<file path="src/rtl/rrts_pkg.sv">
// Shared types and constants for the round-robin task scheduler.
// No dependencies; imported by every other file of the block.
package rrts_pkg;

    localparam int NUM_SLOTS_DEF = 32;
    localparam logic [15:0] QUANTUM_RESET = 16'd100;

    // Request opcodes
    localparam logic [2:0] OP_CREATE = 3'd0;
    localparam logic [2:0] OP_FORK   = 3'd1;
    localparam logic [2:0] OP_YIELD  = 3'd2;
    localparam logic [2:0] OP_TICK   = 3'd3;
    localparam logic [2:0] OP_EXIT   = 3'd4;

    // Result status codes
    localparam logic [1:0] RES_DONE     = 2'd0;
    localparam logic [1:0] RES_IGNORED  = 2'd1;
    localparam logic [1:0] RES_FULL     = 2'd2;
    localparam logic [1:0] RES_REJECTED = 2'd3;

    // Slot states
    localparam logic [1:0] ST_FREE    = 2'd0;
    localparam logic [1:0] ST_READY   = 2'd1;
    localparam logic [1:0] ST_RUNNING = 2'd2;
    localparam logic [1:0] ST_TERM    = 2'd3;

    typedef enum logic [3:0] {
        S_IDLE,
        S_DECODE,
        S_ALLOC_RD,
        S_ALLOC_CHK,
        S_REQUEUE,
        S_EXIT_RD,
        S_EXIT_CHK,
        S_POP_CHK,
        S_POP_WAIT,
        S_POP_TEST,
        S_SELECT_HIT,
        S_SELECT_IDLE,
        S_FINISH
    } state_t;

    // Controller -> datapath
    typedef struct packed {
        logic       load;        // capture the accepted transaction
        logic       tick_upd;    // advance or clear the tick counter
        logic       alloc_rd;    // read slot table at allocation pointer
        logic       alloc_take;  // claim the slot at the allocation pointer
        logic       ptr_inc;     // skip the slot at the allocation pointer
        logic       requeue;     // put the running task back in the queue
        logic       exit_rd;     // read slot table at target
        logic       exit_term;   // mark target terminated
        logic       pop_rd;      // pop queue head
        logic       pop_st_rd;   // read slot table at popped entry
        logic       select;      // commit the next running task
        logic       found;       // popped entry is the next task (else idle)
        logic       set_status;
        logic [1:0] status_code;
        logic       out_load;    // load the result register
    } cmd_t;

    // Datapath -> controller
    typedef struct packed {
        logic [2:0] opcode;
        logic       run_zero;
        logic       run_user;
        logic       quantum_hit;
        logic       fifo_empty;
        logic       alloc_full;
        logic       tgt_ok;
        logic       tgt_is_run;
        logic [1:0] rd_state;
        logic       out_free;
    } stat_t;

endpackage

</file>
<file path="src/rtl/rrts_ctrl.sv">
// Sequencing state machine of the round-robin task scheduler.
// Depends on rrts_pkg; drives rrts_dpath through cmd_t and reads stat_t.
module rrts_ctrl
    import rrts_pkg::*;
(
    input  logic  clk,
    input  logic  rst_n,
    input  logic  in_valid,
    output logic  in_ready,
    input  stat_t stat,
    output cmd_t  cmd
);

    state_t state_reg;
    state_t state_next;
    logic   fork_reject;

    assign fork_reject = stat.run_zero || stat.run_user;

    always_ff @(posedge clk or negedge rst_n)
    begin
        if (!rst_n)
            state_reg <= S_IDLE;
        else
            state_reg <= state_next;
    end

    always_comb
    begin
        state_next = state_reg;
        unique case (state_reg)
            S_IDLE:
            begin
                if (in_valid)
                    state_next = S_DECODE;
            end
            S_DECODE:
            begin
                unique case (stat.opcode)
                    OP_CREATE: state_next = S_ALLOC_RD;
                    OP_FORK:   state_next = fork_reject ? S_FINISH : S_ALLOC_RD;
                    OP_YIELD:  state_next = stat.run_zero ? S_FINISH : S_REQUEUE;
                    OP_TICK:   state_next = (stat.quantum_hit && !stat.fifo_empty) ?
                                            S_REQUEUE : S_FINISH;
                    OP_EXIT:   state_next = stat.tgt_ok ? S_EXIT_RD : S_FINISH;
                    default:   state_next = S_FINISH;
                endcase
            end
            S_ALLOC_RD:    state_next = stat.alloc_full ? S_FINISH : S_ALLOC_CHK;
            S_ALLOC_CHK:   state_next = (stat.rd_state == ST_FREE) ? S_FINISH : S_ALLOC_RD;
            S_REQUEUE:     state_next = S_POP_CHK;
            S_EXIT_RD:     state_next = S_EXIT_CHK;
            S_EXIT_CHK:
            begin
                if (stat.rd_state == ST_TERM)
                    state_next = S_FINISH;
                else
                    state_next = stat.tgt_is_run ? S_POP_CHK : S_FINISH;
            end
            S_POP_CHK:     state_next = stat.fifo_empty ? S_SELECT_IDLE : S_POP_WAIT;
            S_POP_WAIT:    state_next = S_POP_TEST;
            S_POP_TEST:    state_next = (stat.rd_state == ST_READY) ? S_SELECT_HIT : S_POP_CHK;
            S_SELECT_HIT:  state_next = S_FINISH;
            S_SELECT_IDLE: state_next = S_FINISH;
            S_FINISH:
            begin
                if (stat.out_free)
                    state_next = S_IDLE;
            end
            default:       state_next = S_IDLE;
        endcase
    end

    always_comb
    begin
        cmd      = '0;
        in_ready = 1'b0;
        unique case (state_reg)
            S_IDLE:
            begin
                in_ready = 1'b1;
                cmd.load = in_valid;
            end
            S_DECODE:
            begin
                unique case (stat.opcode)
                    OP_FORK:
                    begin
                        if (fork_reject)
                        begin
                            cmd.set_status  = 1'b1;
                            cmd.status_code = RES_REJECTED;
                        end
                    end
                    OP_YIELD:
                    begin
                        cmd.set_status  = !stat.run_zero;
                        cmd.status_code = RES_DONE;
                    end
                    OP_TICK:
                    begin
                        cmd.tick_upd    = 1'b1;
                        cmd.set_status  = 1'b1;
                        cmd.status_code = RES_DONE;
                    end
                    default:
                    begin
                        cmd.set_status = 1'b0;
                    end
                endcase
            end
            S_ALLOC_RD:
            begin
                if (stat.alloc_full)
                begin
                    cmd.set_status  = 1'b1;
                    cmd.status_code = RES_FULL;
                end
                else
                begin
                    cmd.alloc_rd = 1'b1;
                end
            end
            S_ALLOC_CHK:
            begin
                if (stat.rd_state == ST_FREE)
                begin
                    cmd.alloc_take  = 1'b1;
                    cmd.set_status  = 1'b1;
                    cmd.status_code = RES_DONE;
                end
                else
                begin
                    cmd.ptr_inc = 1'b1;
                end
            end
            S_REQUEUE:   cmd.requeue = 1'b1;
            S_EXIT_RD:   cmd.exit_rd = 1'b1;
            S_EXIT_CHK:
            begin
                if (stat.rd_state != ST_TERM)
                begin
                    cmd.exit_term   = 1'b1;
                    cmd.set_status  = 1'b1;
                    cmd.status_code = RES_DONE;
                end
            end
            S_POP_CHK:   cmd.pop_rd = !stat.fifo_empty;
            S_POP_WAIT:  cmd.pop_st_rd = 1'b1;
            S_POP_TEST:  cmd.found = 1'b0;
            S_SELECT_HIT:
            begin
                cmd.select = 1'b1;
                cmd.found  = 1'b1;
            end
            S_SELECT_IDLE: cmd.select = 1'b1;
            S_FINISH:    cmd.out_load = stat.out_free;
            default:     cmd.load = 1'b0;
        endcase
    end

endmodule

</file>
<file path="src/rtl/rrts_dpath.sv">
// Datapath of the round-robin task scheduler: slot table, ready queue,
// tick counter and result register. Depends on rrts_pkg; driven by rrts_ctrl.
module rrts_dpath
    import rrts_pkg::*;
#(
    parameter int NUM_SLOTS = NUM_SLOTS_DEF
)
(
    input  logic        clk,
    input  logic        rst_n,
    input  logic [15:0] s_tdata,
    output logic        m_tvalid,
    input  logic        m_tready,
    output logic [15:0] m_tdata,
    input  logic        cfg_wr_en,
    input  logic [15:0] cfg_wr_data,
    input  cmd_t        cmd,
    output stat_t       stat
);

    localparam int SLOT_W = $clog2(NUM_SLOTS);
    localparam logic [SLOT_W:0]   NUM_CNT  = (SLOT_W + 1)'(NUM_SLOTS);
    localparam logic [SLOT_W-1:0] LAST_IDX = SLOT_W'(NUM_SLOTS - 1);
    localparam logic [31:0]       NS32     = 32'(NUM_SLOTS);

    // Captured request
    logic [2:0] op_reg;
    logic [4:0] tgt_reg;
    logic       usr_reg;

    // Scheduler registers
    logic [15:0]       quantum_reg;
    logic [15:0]       tick_reg;
    logic [SLOT_W-1:0] run_reg;
    logic              run_user_reg;
    logic [SLOT_W:0]   alloc_ptr_reg;
    logic [SLOT_W-1:0] head_reg;
    logic [SLOT_W-1:0] tail_reg;
    logic [SLOT_W:0]   count_reg;

    // Result being built and result register
    logic [1:0]        res_status_reg;
    logic [SLOT_W-1:0] new_pid_reg;
    logic              sw_reg;
    logic              out_valid_reg;
    logic [15:0]       out_data_reg;

    // Slot table: {user, state}; an entry never written reads as its reset value
    logic [2:0]           st_mem [NUM_SLOTS];
    logic [NUM_SLOTS-1:0] st_vld_reg;
    logic [2:0]           st_rd_reg;
    logic                 st_rd_vld_reg;
    logic                 st_rd_zero_reg;
    logic [2:0]           st_rd;

    // Ready queue
    logic [SLOT_W-1:0] fifo_mem [NUM_SLOTS];
    logic [SLOT_W-1:0] fifo_rd_reg;

    logic [SLOT_W-1:0] tgt_idx;
    logic [SLOT_W-1:0] ptr_idx;
    logic [SLOT_W-1:0] next_pid;
    logic              next_user;
    logic              new_user;
    logic [15:0]       tick_inc;
    logic              st_we;
    logic [SLOT_W-1:0] st_waddr;
    logic [2:0]        st_wdata;
    logic              st_re;
    logic [SLOT_W-1:0] st_raddr;
    logic              push;
    logic [SLOT_W-1:0] push_pid;
    logic [SLOT_W:0]   fill_diff;

    assign tgt_idx   = SLOT_W'(tgt_reg);
    assign ptr_idx   = alloc_ptr_reg[SLOT_W-1:0];
    assign tick_inc  = tick_reg + 16'd1;
    assign new_user  = (op_reg == OP_CREATE) ? usr_reg : run_user_reg;
    assign next_pid  = cmd.found ? fifo_rd_reg : '0;
    assign next_user = cmd.found ? st_rd[2] : 1'b0;

    always_comb
    begin
        if (st_rd_vld_reg)
            st_rd = st_rd_reg;
        else
            st_rd = st_rd_zero_reg ? {1'b0, ST_RUNNING} : {1'b0, ST_FREE};
    end

    // Slot table write and read selection
    always_comb
    begin
        st_we    = 1'b1;
        st_waddr = ptr_idx;
        st_wdata = {new_user, ST_READY};
        priority if (cmd.alloc_take)
        begin
            st_waddr = ptr_idx;
            st_wdata = {new_user, ST_READY};
        end
        else if (cmd.requeue && run_reg != '0)
        begin
            st_waddr = run_reg;
            st_wdata = {run_user_reg, ST_READY};
        end
        else if (cmd.exit_term)
        begin
            st_waddr = tgt_idx;
            st_wdata = {st_rd[2], ST_TERM};
        end
        else if (cmd.select)
        begin
            st_waddr = next_pid;
            st_wdata = {next_user, ST_RUNNING};
        end
        else
        begin
            st_we = 1'b0;
        end
    end

    always_comb
    begin
        st_re    = 1'b1;
        st_raddr = ptr_idx;
        priority if (cmd.alloc_rd)
            st_raddr = ptr_idx;
        else if (cmd.exit_rd)
            st_raddr = tgt_idx;
        else if (cmd.pop_st_rd)
            st_raddr = fifo_rd_reg;
        else
            st_re = 1'b0;
    end

    assign push     = (cmd.alloc_take || (cmd.requeue && run_reg != '0)) &&
                      (count_reg < NUM_CNT);
    assign push_pid = cmd.alloc_take ? ptr_idx : run_reg;

    always_ff @(posedge clk)
    begin
        if (st_we)
            st_mem[st_waddr] <= st_wdata;
        if (st_re)
        begin
            st_rd_reg      <= st_mem[st_raddr];
            st_rd_vld_reg  <= st_vld_reg[st_raddr];
            st_rd_zero_reg <= (st_raddr == '0);
        end
    end

    always_ff @(posedge clk)
    begin
        if (push)
            fifo_mem[tail_reg] <= push_pid;
        if (cmd.pop_rd)
            fifo_rd_reg <= fifo_mem[head_reg];
    end

    always_ff @(posedge clk or negedge rst_n)
    begin
        if (!rst_n)
        begin
            st_vld_reg    <= '0;
            quantum_reg   <= QUANTUM_RESET;
            tick_reg      <= '0;
            run_reg       <= '0;
            run_user_reg  <= 1'b0;
            alloc_ptr_reg <= (SLOT_W + 1)'(1);
            head_reg      <= '0;
            tail_reg      <= '0;
            count_reg     <= '0;
            out_valid_reg <= 1'b0;
        end
        else
        begin
            if (st_we)
                st_vld_reg[st_waddr] <= 1'b1;
            if (cfg_wr_en)
                quantum_reg <= cfg_wr_data;
            if (cmd.tick_upd)
                tick_reg <= (tick_inc >= quantum_reg) ? 16'd0 : tick_inc;
            if (cmd.select)
            begin
                run_reg      <= next_pid;
                run_user_reg <= next_user;
            end
            if (cmd.alloc_take || cmd.ptr_inc)
                alloc_ptr_reg <= alloc_ptr_reg + (SLOT_W + 1)'(1);
            if (push)
                tail_reg <= (tail_reg == LAST_IDX) ? '0 : tail_reg + SLOT_W'(1);
            if (cmd.pop_rd)
                head_reg <= (head_reg == LAST_IDX) ? '0 : head_reg + SLOT_W'(1);
            if (push && !cmd.pop_rd)
                count_reg <= count_reg + (SLOT_W + 1)'(1);
            else if (cmd.pop_rd && !push)
                count_reg <= count_reg - (SLOT_W + 1)'(1);
            if (cmd.out_load)
                out_valid_reg <= 1'b1;
            else if (m_tready)
                out_valid_reg <= 1'b0;
        end
    end

    // Payload registers
    always_ff @(posedge clk)
    begin
        if (cmd.load)
        begin
            op_reg         <= s_tdata[2:0];
            tgt_reg        <= s_tdata[7:3];
            usr_reg        <= s_tdata[8];
            res_status_reg <= RES_IGNORED;
            new_pid_reg    <= '0;
            sw_reg         <= 1'b0;
        end
        else
        begin
            if (cmd.set_status)
                res_status_reg <= cmd.status_code;
            if (cmd.alloc_take)
                new_pid_reg <= ptr_idx;
            if (cmd.select)
                sw_reg <= (next_pid != run_reg);
        end
        if (cmd.out_load)
            out_data_reg <= {3'd0, sw_reg, 5'(run_reg), 5'(new_pid_reg), res_status_reg};
    end

    assign m_tvalid = out_valid_reg;
    assign m_tdata  = out_data_reg;

    always_comb
    begin
        stat.opcode      = op_reg;
        stat.run_zero    = (run_reg == '0);
        stat.run_user    = run_user_reg;
        stat.quantum_hit = (tick_inc >= quantum_reg);
        stat.fifo_empty  = (count_reg == '0);
        stat.alloc_full  = (alloc_ptr_reg == NUM_CNT);
        stat.tgt_ok      = (tgt_reg != 5'd0) && ({27'd0, tgt_reg} < NS32);
        stat.tgt_is_run  = (tgt_idx == run_reg);
        stat.rd_state    = st_rd[1:0];
        stat.out_free    = !out_valid_reg || m_tready;
    end

    assign fill_diff = (tail_reg >= head_reg) ?
                       (SLOT_W + 1)'(tail_reg - head_reg) :
                       (SLOT_W + 1)'(tail_reg) + NUM_CNT - (SLOT_W + 1)'(head_reg);

    assert property (@(posedge clk) disable iff (!rst_n)
        count_reg <= NUM_CNT)
        else $error("ready queue count beyond capacity");

    assert property (@(posedge clk) disable iff (!rst_n)
        (count_reg == fill_diff) || (count_reg == NUM_CNT && fill_diff == '0))
        else $error("ready queue pointers disagree with count");

    assert property (@(posedge clk) disable iff (!rst_n)
        alloc_ptr_reg != '0 && alloc_ptr_reg <= NUM_CNT)
        else $error("allocation pointer out of range");

    assert property (@(posedge clk) disable iff (!rst_n)
        cmd.out_load |=> m_tvalid)
        else $error("result not presented after load");

endmodule

</file>
<file path="src/rtl/round_robin_task_scheduler.sv">
// Top level of the round-robin task scheduler.
// Depends on rrts_pkg, rrts_ctrl and rrts_dpath.
//
// Hardware round-robin scheduler over NUM_SLOTS task slots. Slot 0 is the
// idle task and runs after reset. Each input transaction is one request
// (create, fork, yield, tick, exit) and yields exactly one result transaction
// carrying the status, the allocated slot, the running slot after the request
// and a switch flag. Slots are handed out lowest never-used first and are
// never reused. Requests are handled one at a time by a sequencer that walks
// a single-port slot table and the ready queue memory, each read registered.
// A tick that does not rotate, a yield by the idle task, a rejected fork
// and any ignored request finish right after decode. Exit of a non-running
// task reads its slot table entry, then marks it terminated. Create or fork
// read the slot table at the allocation pointer, skipping every slot
// terminated before use, or report full once the table is full. A yield
// or a quantum expiry that rotates requeues the running task and pops the
// queue, each popped entry needing a queue read and then a slot table read;
// exit of the running task adds its slot table read. When the queue runs
// dry the idle task is picked. The result waits for a free output register.
// A result waiting in the output register does not block the next request
// from being accepted. The quantum register may be written at any time the
// block is idle; it takes effect on the next tick.
module round_robin_task_scheduler
    import rrts_pkg::*;
#(
    parameter int NUM_SLOTS = NUM_SLOTS_DEF
)
(
    input  logic        clk,
    input  logic        rst_n,
    // Requests: [2:0] opcode, [7:3] target_pid, [8] user_context, [15:9] zero
    input  logic        s_tvalid,
    output logic        s_tready,
    input  logic [15:0] s_tdata,
    // Results: [1:0] status, [6:2] new_pid, [11:7] running_pid,
    //          [12] switched, [15:13] zero
    output logic        m_tvalid,
    input  logic        m_tready,
    output logic [15:0] m_tdata,
    // Quantum length in ticks
    input  logic        cfg_wr_en,
    input  logic [15:0] cfg_wr_data
);

    cmd_t  cmd;
    stat_t stat;

    // Sequencer: accept a request, step through table and queue accesses,
    // hold the finished result until the output register is free.
    rrts_ctrl u_ctrl (
        .clk      (clk),
        .rst_n    (rst_n),
        .in_valid (s_tvalid),
        .in_ready (s_tready),
        .stat     (stat),
        .cmd      (cmd)
    );

    // Slot table, ready queue, tick counter and result register.
    rrts_dpath #(
        .NUM_SLOTS (NUM_SLOTS)
    ) u_dpath (
        .clk         (clk),
        .rst_n       (rst_n),
        .s_tdata     (s_tdata),
        .m_tvalid    (m_tvalid),
        .m_tready    (m_tready),
        .m_tdata     (m_tdata),
        .cfg_wr_en   (cfg_wr_en),
        .cfg_wr_data (cfg_wr_data),
        .cmd         (cmd),
        .stat        (stat)
    );

endmodule
</file>
<file path="config.mk">
export PLATFORM = sky130hd
export DESIGN_NAME = round_robin_task_scheduler
export DESIGN_NICKNAME = d
export VERILOG_FILES = /design/src/rtl/rrts_pkg.sv /design/src/rtl/rrts_ctrl.sv /design/src/rtl/rrts_dpath.sv /design/src/rtl/round_robin_task_scheduler.sv
export SDC_FILE = /design/constraint.sdc
export NUM_CORES = 1
export LEC_CHECK = 0
export BUFFER_PORTS_ARGS = -buffer_cell sky130_fd_sc_hd__buf_2
export CAP_MARGIN = 20
export CORE_MARGIN = 5
export CORE_UTILIZATION = 30
export CTS_CLUSTER_SIZE = 40
export DETAILED_ROUTE_END_ITERATION = 12
export GPL_TIMING_DRIVEN = 0
export PLACE_DENSITY = 0.51
export SLEW_MARGIN = 10
export SYNTH_ARGS = -nofsm -noshare
export SYNTH_HDL_FRONTEND = slang
export SYNTH_HIERARCHICAL = 1
export SYNTH_SLANG_ARGS = --single-unit
</file>
<file path="constraint.sdc">
create_clock -name clk -period 3.5 [get_ports clk]
set_clock_uncertainty 0.1 [all_clocks]
set_input_delay 0.7 -clock clk [delete_from_list [all_inputs] [get_ports clk]]
set_output_delay 0.7 -clock clk [all_outputs]
set_load 0.005 [all_outputs]
</file>
# [Word level (Yosys, flattened, before mapping)]
# Memory sizes are Yosys's and may differ from the RTL's. A register that Yosys moved wholly into a read port is not among the register bits.
# Cells that the tools add are included.
# W data, S select, Z words.
[totals] elab_cells=165 memories=2 inputBits=37 ramBits=256 output_inout_bits=18 ff_bits=129
[memory_table] name="u_dpath.fifo_mem" words=32 width=5 read_ports=1 rd_ports_with_merged_regs=1 wr=1 line="rrts_dpath.sv:57" rtl="logic [SLOT_W-1:0] fifo_mem [NUM_SLOTS];"
[memory_table] name="u_dpath.st_mem" words=32 width=3 read_ports=1 rd_ports_with_merged_regs=1 wr=1 line="rrts_dpath.sv:49" rtl="logic [2:0] st_mem [NUM_SLOTS];"
[op_classes] add_sub_neg=6 n_mux=78 bitwise_logic=1 order_cmp=5 reduce_logical=27 n_eq_ne=26
[op_table] cell="$mux W5" count=11
[op_table] cell="$pmux W4 S12" count=1
[op_table] cell="$mux W4" count=11
[op_table] cell="$mux W1" count=34
[op_table] cell="$or A32 B32 Y32" count=1
[op_table] cell="$mux W3" count=9
[op_table] cell="$eq A4 B4 Y1 const B" count=5
[op_table] cell="$pmux W4 S5" count=1
[op_table] cell="$add A16 B1 Y16 const B" count=1
[op_table] cell="$eq A4 B3 Y1 const B" count=4
[op_table] cell="$ge A16 B16 Y1" count=1
[op_table] cell="$mux W16" count=1
[op_table] cell="$add A6 B1 Y6 const B" count=2
[op_table] cell="$lt A5 B6 Y1 const B" count=2
[op_table] cell="$mux W6" count=2
[op_table] cell="$pmux W3 S4" count=1
[op_table] cell="$add A5 B1 Y5 const B" count=2
[op_table] cell="$eq A5 B5 Y1 const B" count=2
[op_table] cell="$logic_not A5 Y1" count=2
[op_table] cell="$reduce_bool A5 Y1" count=2
[op_table] cell="$eq A4 B2 Y1 const B" count=2
[op_table] cell="$mux W2" count=4
[op_table] cell="$eq A3 B2 Y1 const B" count=2
[op_table] cell="$eq A6 B6 Y1 const B" count=1
[op_table] cell="other kinds (25)" count=39

# [Depth between registers and ports, before layout]
# Gate-level depths: netlist of the first run.
[depth] depth_word=13 depth_mapped=19

# [Hierarchy]
# Netlist of the first run, hierarchy kept.
[by_module_without_submodules] module="rrts_dpath" cells_per_inst=1133 area_each_um2=16821.1 instances=1
[by_module_without_submodules] module="rrts_ctrl" cells_per_inst=86 area_each_um2=599.3 instances=1

# [Worst setup path after synthesis of the first run]
# Ideal clock, no wire load.
[synth_timing] path_kind="register -> register" start="register u_ctrl.state_reg[3]" end="register u_dpath.count_reg[5]" stages_incl_launch_ff=20 setup_time_ns=0.125 path_buffers=3 path_slack_ns=-0.176 required_time_ns=3.275 synth_period_minus_slack_ns=3.676 t_arrival_ns=3.451 cell_sequence="dfrtp_1 clkbuf_2 nand2b_1 clkbuf_1 nor2_1 o41a_1 nor2_1 or2_2 clkbuf_1 clkinv_1 ha_1 inv_1 ha_1 a21o_1 a21oi_1 o21bai_1 a21oi_1 xnor2_1 nor2_1 xor2_1"
[synth_rtl] item="start, declared" line="rrts_ctrl.sv:14" rtl="state_t state_reg;"
[synth_rtl] item="start signal, assigned" line="rrts_ctrl.sv:25" rtl="state_reg <= state_next;"
[synth_rtl] item="end signal, assigned" line="rrts_dpath.sv:195" rtl="count_reg <= count_reg + (SLOT_W + 1)'(1);"
[synth_rtl] item="end signal, assigned" line="rrts_dpath.sv:197" rtl="count_reg <= count_reg - (SLOT_W + 1)'(1);"
[synth_rtl] item="end, declared" line="rrts_dpath.sv:39" rtl="logic [SLOT_W:0] count_reg;"

==> results of run 1 <==
==> cells by family (layout without fill, tap and decap cells) <==
family | Yosys count | in the layout
flip-flops | 393 | 393
adder cells (fa/ha/maj) | 32 | 32
AND/OR/NAND/NOR | 370 | 370
other | 1 | 3
XOR/XNOR | 28 | 28
buffers and inverters | 105 | 258
multiplexers | 110 | 110
AO/OA/AOI/OAI | 180 | 180
==> path summary, 6_finish.rpt <==
| kind | from | end | depth (start not counted) |
|---|---|---|---|
| min in group clk | s_tdata[0] | u_dpath/op_reg[0] | 1 |
| min | rst_n | u_dpath/quantum_reg[12] | 1 |
| max reg2reg | u_dpath/alloc_ptr_reg[0] | u_dpath/st_rd_vld_reg | 14 |
| max | u_dpath/alloc_ptr_reg[0] | u_dpath/st_rd_vld_reg | 14 |
| max in group asynchronous | rst_n | u_dpath/alloc_ptr_reg[2] | 2 |
| min reg2reg | u_dpath/res_status_reg[0] | u_dpath/m_tdata[0] | 0 |
==> critical path, delay by kind of cell (launching register included) <==
family          cells  cell delay (ns)
compound gates      3             0.60
mux                 1             0.55
buf+inv             5             0.60
flops               1             0.53
simple gates        4             0.62
fa+ha+maj           1             0.17
==> through the flow <==
| step | std cells | power (uW) |
|---|---|---|
| 6_report | 2139 | 15700 |
| 3_5_place_dp | 2040 | 11000 |
| 5_1_grt | 2139 | 16500 |
| 3_3_place_gp | 2030 | 10800 |
| 2_1_floorplan | 1221 | 9380 |
| 4_1_cts | 2131 | 15600 |
==> cell type report <==
cell class,count,area (um2)
tap,765,957
timing repair buffer,90,683
inverter,45,176
clock buffer,51,1070
fill,5481,36800
clock inverter,21,153
multi-input combinational,723,6200
buffer,51,305
sequential,393,11200
==> routing by layer <==
layer  routed length, um  vias to the layer above  global-route usage [%]
met5                   0                        -                       0
met2               20300                      218                    21.9
met1               18500                     5304                    17.7
met4                1190                        0                    3.90
li1                    -                     4850                       -
met3                1730                       72                    2.02
==> report_power, final <==
part | total, uW | internal [uW] | leakage [uW] | switching [uW]
clock | 4070 | 2320 | 0.000598 | 1750
sequential | 6020 | 5720 | 0.00390 | 302
combinational | 5590 | 2460 | 0.00301 | 3140
total | 15700 | 10500 | 0.00750 | 5190
==> cells in the final DEF, fill, tap and decap left out, drive strengths merged, types with 5 or more instances in the layout <==
| cell | instances |
|---|---|
| edfxtp | 288 |
| buf | 111 |
| nor2 | 95 |
| dfrtp | 93 |
| nand2 | 85 |
| clkbuf | 80 |
| mux4 | 67 |
| o21ai | 58 |
| inv | 45 |
| or2 | 38 |
| mux2i | 33 |
| ha | 31 |
| a21oi | 31 |
| nand3 | 30 |
| nand2b | 27 |
| nor3 | 19 |
| clkinv | 17 |
| o22ai | 16 |
| xnor2 | 15 |
| xor2 | 13 |
| o2bb2ai | 12 |
| nor2b | 12 |
| or3 | 11 |
| and3 | 11 |
| mux2 | 10 |
| and2 | 9 |
| a211oi | 9 |
| a21o | 8 |
| dfxtp | 8 |
| nand3b | 7 |
| a22oi | 6 |
| o31ai | 5 |
| nand4 | 5 |
==> timing repair <==
action | 4_1_cts | 5_1_grt
gates cloned | 1 | 1
buffers inserted | 25 | 9
pin swaps | 18 | 20
hold buffers | 0 | 0
gates resized for setup | 72 | 58
setup endpoints to repair | 513 | 225
==> impl_results.md, run 1 <==
- Most frequent cell on the critical path: buf_6
- Setup crit start kind: register
- Vias in the first global route: 10,900
- Post-route cell area: 20,800 um2
- Post-Syn Area: 17,400 um2
- Place WS: -1.55 ns
- Clock root buffer: clkbuf_16
- Drt pass-1 iters: 5
- Area leader, netlist: edfxtp_1
- P_leak: 0.00750 uW
- Post-synth top flop: edfxtp_1
- Worst vdd ir: 0.369 mV
- Slew HR: 39.0%
- First-pass GRT wire length: 64,800 um
- Area Growth Syn to Fin: 19.3%
- Post-Synth Adder-Cell Area: 2.34%
- Initial Util: 30.3%
- Die area: 63,000 um2
- Routability cong.: 0.826
- Reg2Reg Setup Slack: 0.06 ns
- Post-synth EDFFs: 288
- Largest family of logic cells by synthesized area: multiplexers
- Chip Width: 251 um
- Layout cells sized above 1: 27.5%
- GRT Util Overall: 13.1%
- Top post-synthesis cells by area: edfxtp_1 50%, dfrtp_1 13%, mux4_2 8.3%, ha_1 2.2%, nor2_1 2.0%
- Highest Clock Rate: 291 MHz
- Core area: 57,600 um2
- Synth Area in XOR/XNOR: 1.41%
- Final Setup Violations: 0
- Commonest cells post-synth: 288 x edfxtp_1, 95 x nor2_1, 93 x dfrtp_1, 85 x nand2_1, 64 x mux4_2
- Vias: 10,400
- Port Buffers: 44
- CTS tree: built
- Slowest stage delay, CP: 0.55 ns
- WL/cell: 19.5 um
- Ports: 55
- Syn_area_per_cell: 14.3 um2
- Initial antenna violation count: 0
- Tcrit/Tclk final: 98.2%
- Mux cell area share after synthesis: 11.3%
- Outcome: finished clean
- HP Class: in -> async
- Max reg flops: 160
- Final core utilization: 36.1%
- CTS max path bufs: 3
- Synth top area share: 49.6%
- Inserted Clock Buffers: 41
- Count leader, synth: edfxtp_1
- Synthesis warning total: 6
- Max Cap Violations: 0
- Std-Cell Rows: 88
- Final Slew Violations: 0
- Dpl hpwl: 29,200 um
- Worst Max-Slew Pin Slew: 0.912 ns
- Largest net degree at the start of global routing: 53
- WP data arrival: 3.61 ns
- Nets: 1,414
- RSZ-0062 raised after global routing: true
- Fin crit period: 3.44 ns
- Clk_lat worst skew: 0.54 ns
- Critical path cell sequence: inv_2, ha_2, nand2_2, nor4_4, nor3_4, buf_6, and3b_2, a221oi_4, buf_6, buf_6, buf_6, mux4_2, a211oi_4, a21oi_2
- Seq cells post-synth: 393
- WP data required: 3.67 ns
- Async set-reset flop share out of synthesis: 24.7%
- Final setup margin: 0.0613 ns
- Crit path max fanout: 5
- Post-Syn Instances: 1,219
- Distinct cells, synth: 80
- CP Capture Type: register
- CP max stage cell: mux4_2
- Placed cell area: 18,800 um2
- Post-synthesis compound-gate area fraction: 7.01%
- Pwr/cell area: 754 nW/um2
- Die height: 251 um
- Clk slew on worst S/H paths: 0.06 ns
- Clock sink total: 393
- Via-to-Cell Ratio: 4.88
- Fin. Hold Viols: 0
- Setup TNS: 0 ns
- Gr ovfl total: 0
- H-tree Lvls: 2
- Seq/Total Area, Yosys: 64.5%
- DR iter-0 viols: 750
- Final wirelength: 41,700 um
- Post-route ant nets: 0
- Hold Slack: 0.00183 ns
- Setup CP Type: reg -> reg
- DRC violations left: 0
- Antenna cell count: 0
- Simple-gate share of the synthesized area: 10.8%
Power figures use the tool's default switching activity.
==> run 2: changes to the inputs <==
--- a/config.mk
+++ b/config.mk
@@ -6,13 +6,13 @@
 export NUM_CORES = 1
 export LEC_CHECK = 0
 export BUFFER_PORTS_ARGS = -buffer_cell sky130_fd_sc_hd__buf_2
-export CAP_MARGIN = 20
 export CORE_MARGIN = 5
 export CORE_UTILIZATION = 30
 export CTS_CLUSTER_SIZE = 40
 export DETAILED_ROUTE_END_ITERATION = 12
 export GPL_TIMING_DRIVEN = 0
 export PLACE_DENSITY = 0.51
+export RECOVER_POWER = 100
 export SLEW_MARGIN = 10
 export SYNTH_ARGS = -nofsm -noshare
 export SYNTH_HDL_FRONTEND = slang
==> run 2 against run 1 <==
The run now ends with capacitance limit, slew limit left; critical path depth fell by 3; worst setup slack better by 0.028 ns; register-to-register slack better by 0.03 ns; utilization is 0.29 points lower; routed wire length barely moved; final cell count about the same; die area unchanged; sequential power hardly changed; maximum frequency rose by 0.83%; critical path type unchanged; largest cell class unchanged; largest power group unchanged.
==> impl_results.md, run 2 (synthesis gave the netlist of run 1 again) <==
- DRC violations left: 0 (unchanged)
- Worst Max-Slew Pin Slew: 2.42 ns (was 0.912 ns)
- Crit path max fanout: 7 (was 5)
- Tcrit/Tclk final: 97.4% (was 98.2%)
- Drt pass-1 iters: 5 (unchanged)
- Via-to-Cell Ratio: 4.90 (was 4.88)
- Inserted Clock Buffers: 41 (unchanged)
- Post-route cell area: 20,600 um2 (was 20,800 um2)
- WP data arrival: 3.57 ns (was 3.61 ns)
- Pwr/cell area: 750 nW/um2 (was 754 nW/um2)
- Final Setup Violations: 0 (unchanged)
- Final setup margin: 0.0897 ns (was 0.0613 ns)
- Outcome: finished with violations (was finished clean)
- Violated checks: capacitance limit, slew limit
- Initial antenna violation count: 0 (unchanged)
- Area Growth Syn to Fin: 18.4% (was 19.3%)
- Vias in the first global route: 10,700 (was 10,900)
- Fin. Hold Viols: 0 (unchanged)
- Largest net degree at the start of global routing: 53 (unchanged)
- Slew HR: -61.6% (was 39.0%)
- Fillers: 5,558 (was 5,481)
- Post-route ant nets: 0 (unchanged)
- Setup crit start kind: register (unchanged)
- Nets: 1,411 (was 1,414)
- Placed cell area: 18,800 um2 (unchanged)
- Layout cells sized above 1: 25.6% (was 27.5%)
- Vias: 10,500 (was 10,400)
- CP Capture Type: register (unchanged)
- WP data required: 3.66 ns (was 3.67 ns)
- GRT Util Overall: 13.0% (was 13.1%)
- Reg2Reg Depth: 11 (was 14)
- Hold Path Depth: 1
- Std-Cell Rows: 88 (unchanged)
- R2R Path End: u_dpath/st_rd_reg[1] (was u_dpath/st_rd_vld_reg)
- Clk slew on worst S/H paths: 0.06 ns (about the same)
- Setup crit start: u_dpath/alloc_ptr_reg[1] (was u_dpath/alloc_ptr_reg[0])
- Commonest non-fill, non-tap cell in the layout: edfxtp_1 (unchanged)
- Die area: 63,000 um2 (unchanged)
- Core area: 57,600 um2 (unchanged)
- Clock sink total: 393 (unchanged)
- Clock root buffer: clkbuf_16 (unchanged)
- RSZ-0062 raised after global routing: true (unchanged)
- Final Slew Violations: 46 (was 0)
- Port Buffers: 44 (unchanged)
- Max Cap Violations: 1 (was 0)
- Initial Util: 30.3% (unchanged)
- Fin crit period: 3.41 ns (was 3.44 ns)
- Setup CP Type: reg -> reg (unchanged)
- Total design power: 15,500 uW (was 15,700 uW)
- Reg2Reg Setup Slack: 0.09 ns (was 0.06 ns)
- Antenna cell count: 0 (unchanged)
- First-pass GRT wire length: 64,300 um (was 64,800 um)
- Final wirelength: 41,700 um (about the same)
- Highest Clock Rate: 293 MHz (was 291 MHz)
- CTS max path bufs: 3 (unchanged)
- Most frequent cells in the layout: 288 x edfxtp_1, 88 x dfrtp_1, 81 x nand2_1 (was 288 x edfxtp_1, 90 x dfrtp_1, 81 x nand2_1)
- DR iter-0 viols: 829 (was 750)
- WL/cell: 19.5 um (about the same)
- Hold Slack: 0.248 ns (was 0.00183 ns)
- HP Class: in -> reg (was in -> async)
- Dpl hpwl: 29,300 um (was 29,200 um)
- Capture point of the worst path: u_dpath/st_rd_reg[1] (was u_dpath/st_rd_vld_reg)
- Worst vdd ir: 0.351 mV (was 0.369 mV)
- Place WS: -1.48 ns (was -1.55 ns)
- Ports: 55 (unchanged)
- Max reg flops: 160 (unchanged)
- Clk_lat worst skew: 0.54 ns (about the same)
- Die height: 251 um (unchanged)
- Routability cong.: 0.826 (unchanged)
- H-tree Lvls: 2 (unchanged)
- Chip Width: 251 um (unchanged)
- Gr ovfl total: 0 (unchanged)
- CTS tree: built (unchanged)
- P_leak: 0.00739 uW (was 0.00750 uW)
- Worst r2r src: u_dpath/alloc_ptr_reg[1] (was u_dpath/alloc_ptr_reg[0])
## run 2: worst min-delay path by stage
stage          slack (ns)                      end                      start
6_report             0.25        u_dpath/op_reg[0]                 s_tdata[0]
5_1_grt              0.23        u_dpath/op_reg[2]                 s_tdata[2]
4_1_cts             0.006  u_dpath/quantum_reg[12]                      rst_n
3_5_place_dp         0.32       u_dpath/m_tdata[0]  u_dpath/res_status_reg[0]
3_3_place_gp         0.31       u_dpath/m_tdata[0]  u_dpath/res_status_reg[0]
2_1_floorplan        0.30      u_ctrl/state_reg[0]                      rst_n
## run 2: worst max-delay path, stage by stage, from the launching register on
cell and delay, ns:
dfrtp_2 0.40, inv_1 0.12, ha_1 0.17, nand2_2 0.07, nor4_4 0.29, nor3_4 0.08, o21bai_4 0.24, a221oi_4 0.41
buf_4 0.18, mux4_2 0.49, a2111oi_2 0.47, nor3_2 0.12
## run 2: area by class of cell
class / instances / area (um2) / area share (%)
inverters: 45 / 174 / 0.843
clock inverters: 16 / 106 / 0.516
clock buffers: 57 / 1110 / 5.36
plain buffers: 52 / 320 / 1.55
repair buffers: 86 / 561 / 2.72
well taps: 765 / 957 / 4.64
flip-flops and latches: 393 / 11200 / 54.5
multi-input cells: 723 / 6150 / 29.8
## run 2: routing by layer
metal / GRT usage, % / up-vias / wire length (um)
li1: - / 4856 / -
met1: 17.7 / 5332 / 18900
met2: 21.3 / 219 / 20100
met3: 2.18 / 67 / 1680
met4: 4.10 / 0 / 1040
met5: 0 / - / 0
## run 2: metrics by stage
stage / TNS (ns) / util, % / instances
2_1_floorplan: 0 / - / 1221
4_1_cts: -0.0458 / 35.5 / 2130
6_report: 0 / 35.8 / 2137
5_1_grt: -0.0197 / 35.8 / 2137
3_5_place_dp: -92.79 / 32.7 / 2040
3_3_place_gp: -407.60 / 32.3 / 2030
## run 2: what timing repair did
item | 4_1_cts | 5_1_grt
gates cloned | 0 | 1
hold buffers | 0 | 0
setup buffers | 23 | 8
resized for setup | 67 | 66
hold endpoints to repair | 0 | 0
endpoints found under the setup margin | 487 | 223
pin swaps | 15 | 16
## run 2: power by group
group	total, uW	switching [uW]	internal, uW
registers	6030	308	5720
clock network	4020	1740	2280
logic	5420	3100	2320
==> run 3: changes to the inputs <==
--- a/config.mk
+++ b/config.mk
@@ -5,6 +5,7 @@
 export SDC_FILE = /design/constraint.sdc
 export NUM_CORES = 1
 export LEC_CHECK = 0
+export ABC_AREA = 1
 export BUFFER_PORTS_ARGS = -buffer_cell sky130_fd_sc_hd__buf_2
 export CORE_MARGIN = 5
 export CORE_UTILIZATION = 30
@@ -12,7 +13,7 @@
 export DETAILED_ROUTE_END_ITERATION = 12
 export GPL_TIMING_DRIVEN = 0
 export PLACE_DENSITY = 0.51
-export RECOVER_POWER = 100
+export RECOVER_POWER = 25
 export SLEW_MARGIN = 10
 export SYNTH_ARGS = -nofsm -noshare
 export SYNTH_HDL_FRONTEND = slang
==> run 3 against run 2 <==
The flow still finishes with violations (capacitance limit, slew limit); sequential share of layout area is 1.4 points lower; first-iteration DRC count is 33% higher; via count is 28% higher; sequential cell count stayed put; clock power is 12% higher; final cell count is 30% higher; cell area is 2.6% higher; hold slack worse by 0.016 ns; register-to-register slack better by 0.13 ns; maximum frequency is 4.0% higher; critical endpoint is now u_dpath/st_mem[10][2]; largest cell class unchanged.
==> impl_results.md, run 3 <==
- CP Capture Type: register (unchanged)
- Chip Width: 256 um (was 251 um)
- Commonest cells post-synth: 337 x nand2_1, 288 x edfxtp_1, 237 x inv_1, 212 x nor2_1, 182 x nand3_1 (was 288 x edfxtp_1, 95 x nor2_1, 93 x dfrtp_1, 85 x nand2_1, 64 x mux4_2)
- Post-Syn Instances: 1,854 (was 1,219)
- WP data required: 3.63 ns (was 3.66 ns)
- Register area: 11,200 um2 (about the same)
- Core area: 60,200 um2 (was 57,600 um2)
- Internal: 10,300 uW (about the same)
- P_leak: 0.00870 uW (was 0.00739 uW)
- Highest Clock Rate: 305 MHz (was 293 MHz)
- Initial Util: 30.2% (was 30.3%)
- Post-route ant nets: 0 (unchanged)
- Synthesis warning total: 6 (unchanged)
- Die height: 256 um (was 251 um)
- Fin. Hold Viols: 0 (unchanged)
- HP Class: in -> reg (unchanged)
- Clk_lat worst skew: 0.55 ns (was 0.54 ns)
- Setup crit start kind: register (unchanged)
- Violated checks: capacitance limit, slew limit (unchanged)
- H-tree Lvls: 2 (unchanged)
- Synth top area share: 47.5% (was 49.6%)
- Hold buffers post-CTS: 0 (unchanged)
- CTS tree: built (unchanged)
- Via-to-Cell Ratio: 4.85 (was 4.90)
- Flop pwr share: 35.3% (was 39.0%)
- Dpl hpwl: 35,500 um (was 29,300 um)
- Commonest non-fill, non-tap cell in the layout: nand2_1 (was edfxtp_1)
- Gr ovfl total: 0 (unchanged)
- Setup TNS: 0 ns (unchanged)
- Area Growth Syn to Fin: 16.3% (was 18.4%)
- Fin crit period: 3.28 ns (was 3.41 ns)
- Final Setup Violations: 0 (unchanged)
- Post-synth EDFFs: 288 (unchanged)
- Distinct cells, synth: 47 (was 80)
- Nets: 2,024 (was 1,411)
- Seq/Total Area, Yosys: 61.7% (was 64.5%)
- Syn_area_per_cell: 9.82 um2 (was 14.3 um2)
- Pwr/cell area: 795 nW/um2 (was 750 nW/um2)
- Count leader, synth: nand2_1 (was edfxtp_1)
- Seq cells post-synth: 393 (unchanged)
- Area of the multi-input gates: 5800 um2 (was 6150 um2)
- Die area: 65,700 um2 (was 63,000 um2)
- GRT Util Overall: 14.9% (was 13.0%)
- Drt pass-1 iters: 6 (was 5)
- Layout cells sized above 1: 10.2% (was 25.6%)
- Post-synth top flop: edfxtp_1 (unchanged)
- CTS max path bufs: 3 (unchanged)
- Comb power frac: 37.9% (was 35.0%)
- Async set-reset flop share out of synthesis: 24.7% (unchanged)
- Setup CP Type: reg -> reg (unchanged)
- Worst vdd ir: 0.343 mV (was 0.351 mV)
- Clk slew on worst S/H paths: 0.06 ns (about the same)
- RSZ-0062 raised after global routing: false (was true)
- Most frequent cells in the layout: 332 x nand2_1, 288 x edfxtp_1, 237 x inv_1 (was 288 x edfxtp_1, 88 x dfrtp_1, 81 x nand2_1)
- Max Cap Violations: 1 (unchanged)
- Tcrit/Tclk final: 93.7% (was 97.4%)
- DRC violations left: 0 (unchanged)
- Sw Pwr: 6530 uW (was 5150 uW)
- Vias in the first global route: 13,700 (was 10,700)
- Outcome: finished with violations (unchanged)
- First-pass GRT wire length: 78,100 um (was 64,300 um)
- Sw Share: 38.8% (was 33.3%)
- WL/cell: 18.2 um (was 19.5 um)
- DR iter-0 viols: 1,106 (was 829)
- Clock root buffer: clkbuf_16 (unchanged)
- Port Buffers: 44 (unchanged)
- Std-Cell Rows: 90 (was 88)
- Final core utilization: 35.1% (was 35.8%)
- Post-Syn Area: 18,200 um2 (was 17,400 um2)
- Ports: 55 (unchanged)
- Clock power share: 26.8% (was 26.0%)
- Antenna cell count: 0 (unchanged)
- Routability cong.: 0.876 (was 0.826)
- WP data arrival: 3.41 ns (was 3.57 ns)
- Final wirelength: 50,300 um (was 41,700 um)
- Top post-synthesis cells by area: edfxtp_1 47%, dfrtp_1 13%, nand2_1 6.9%, nand3_1 5.0%, inv_1 4.9% (was edfxtp_1 50%, dfrtp_1 13%, mux4_2 8.3%, ha_1 2.2%, nor2_1 2.0%)
- Vias: 13,400 (was 10,500)
- Final Slew Violations: 50 (was 46)
- Largest net degree at the start of global routing: 51 (was 53)
- Crit path max fanout: 10 (was 7)
- Area leader, netlist: edfxtp_1 (unchanged)
- Slew HR: -81.2% (was -61.6%)
- Initial antenna violation count: 0 (unchanged)
- Max reg flops: 160 (unchanged)
- Worst Max-Slew Pin Slew: 2.72 ns (was 2.42 ns)
- Inserted Clock Buffers: 42 (was 41)
- Clock sink total: 393 (unchanged)
- Fillers: 6,090 (was 5,558)
==> run 3: cell types whose count changed after synthesis, moves of 14 or more <==
cell      before  now
nand2b_1      27    0
mux4_2        64    0
mux2i_1       33    0
nand3_1       30  182
o22ai_1       16   43
nand3b_1       7   22
o21ai_0       57  150
inv_1         44  237
o221ai_1       0   14
nor2_1        95  212
nand2_1       85  337
or2_2         33    2
==> run 3: what timing repair did <==
action / in CTS / in global routing
endpoints found under the setup margin: 13 / 69
pin swaps: 0 / 1
gates resized for setup: 9 / 28
setup buffers: 0 / 2
==> run 3: power by group through the flow <==
stage / combinational (uW) / sequential (uW) / clock [uW]
after floorplan: 4010 / 5960 / 0
after global placement: 6080 / 6060 / 0
after detailed placement: 6290 / 6030 / 0
after CTS: 6320 / 5930 / 4660
after global routing: 7070 / 5980 / 4860
final: 6380 / 5940 / 4510
==> run 3: logic make-up after synthesis <==
logic type               share of synthesized area, %
multiplexers                                    0.124
other                                          0.0206
flip-flops                                       61.7
adder cells (fa/ha/maj)                          2.24
XOR/XNOR                                         1.11
AO/OA/AOI/OAI                                    8.48
AND/OR/NAND/NOR                                  19.2
buffers and inverters                            7.09
==> run 3: final timing paths <==
kind	start	endpoint	slack (ns)	depth (start not counted)
max	u_dpath/st_rd_vld_reg	u_dpath/st_mem[10][2]	0.22	12
min	s_tdata[1]	u_dpath/op_reg[1]	0.23	1
max reg2reg	u_dpath/st_rd_vld_reg	u_dpath/st_mem[10][2]	0.22	12
min reg2reg	u_dpath/new_pid_reg[4]	u_dpath/m_tdata[6]	0.34	0
max in group asynchronous	rst_n	u_dpath/st_vld_reg[6]	0.63	1
min in group asynchronous	rst_n	u_dpath/tick_reg[9]	1.11	1
==> run 3: critical path, stage by stage (launching register included) <==
cell and delay (ns):
edfxtp_1 0.37, mux2_2 0.38, nor2_1 0.13, nand3_1 0.13, inv_2 0.13, buf_4 0.13
clkbuf_2 0.25, nand2_1 0.19, nand2_1 0.15, nand2_1 0.10, nor2_2 0.34, inv_2 0.26
nor2_1 0.29
==> run 3: routing by layer <==
layer / wire length (um) / global-route usage (%) / up-vias
li1: - / - / 6471
met1: 22800 / 20.2 / 6563
met2: 23500 / 24.7 / 327
met3: 2660 / 2.63 / 83
met4: 1180 / 4.38 / 2
met5: 53 / 0.585 / -
==> run 3: final cells by class <==
class,count,share of cell area [%]
repair buffers,55,1.97
flip-flops and latches,393,53.1
multi-input cells,1142,27.4
clock inverters,22,1.09
plain buffers,69,1.76
clock buffers,55,5.54
inverters,252,4.48
well taps,782,4.62
==> run 3: metrics by stage <==
| step | cell area (um2) | hold slack [ns] | total power [uW] | cells | setup slack [ns] |
|---|---|---|---|---|---|
| floorplan | 18200 | 0.303 | 9970 | 1856 | 0.445 |
| global placement | 19400 | 0.327 | 12100 | 2682 | -2.60 |
| detailed placement | 19700 | 0.326 | 12300 | 2691 | -0.332 |
| CTS | 21100 | 0.00841 | 16900 | 2768 | 0.00211 |
| global route | 21200 | 0.215 | 17900 | 2770 | 0.00687 |
| finish | 21200 | 0.232 | 16800 | 2770 | 0.221 |
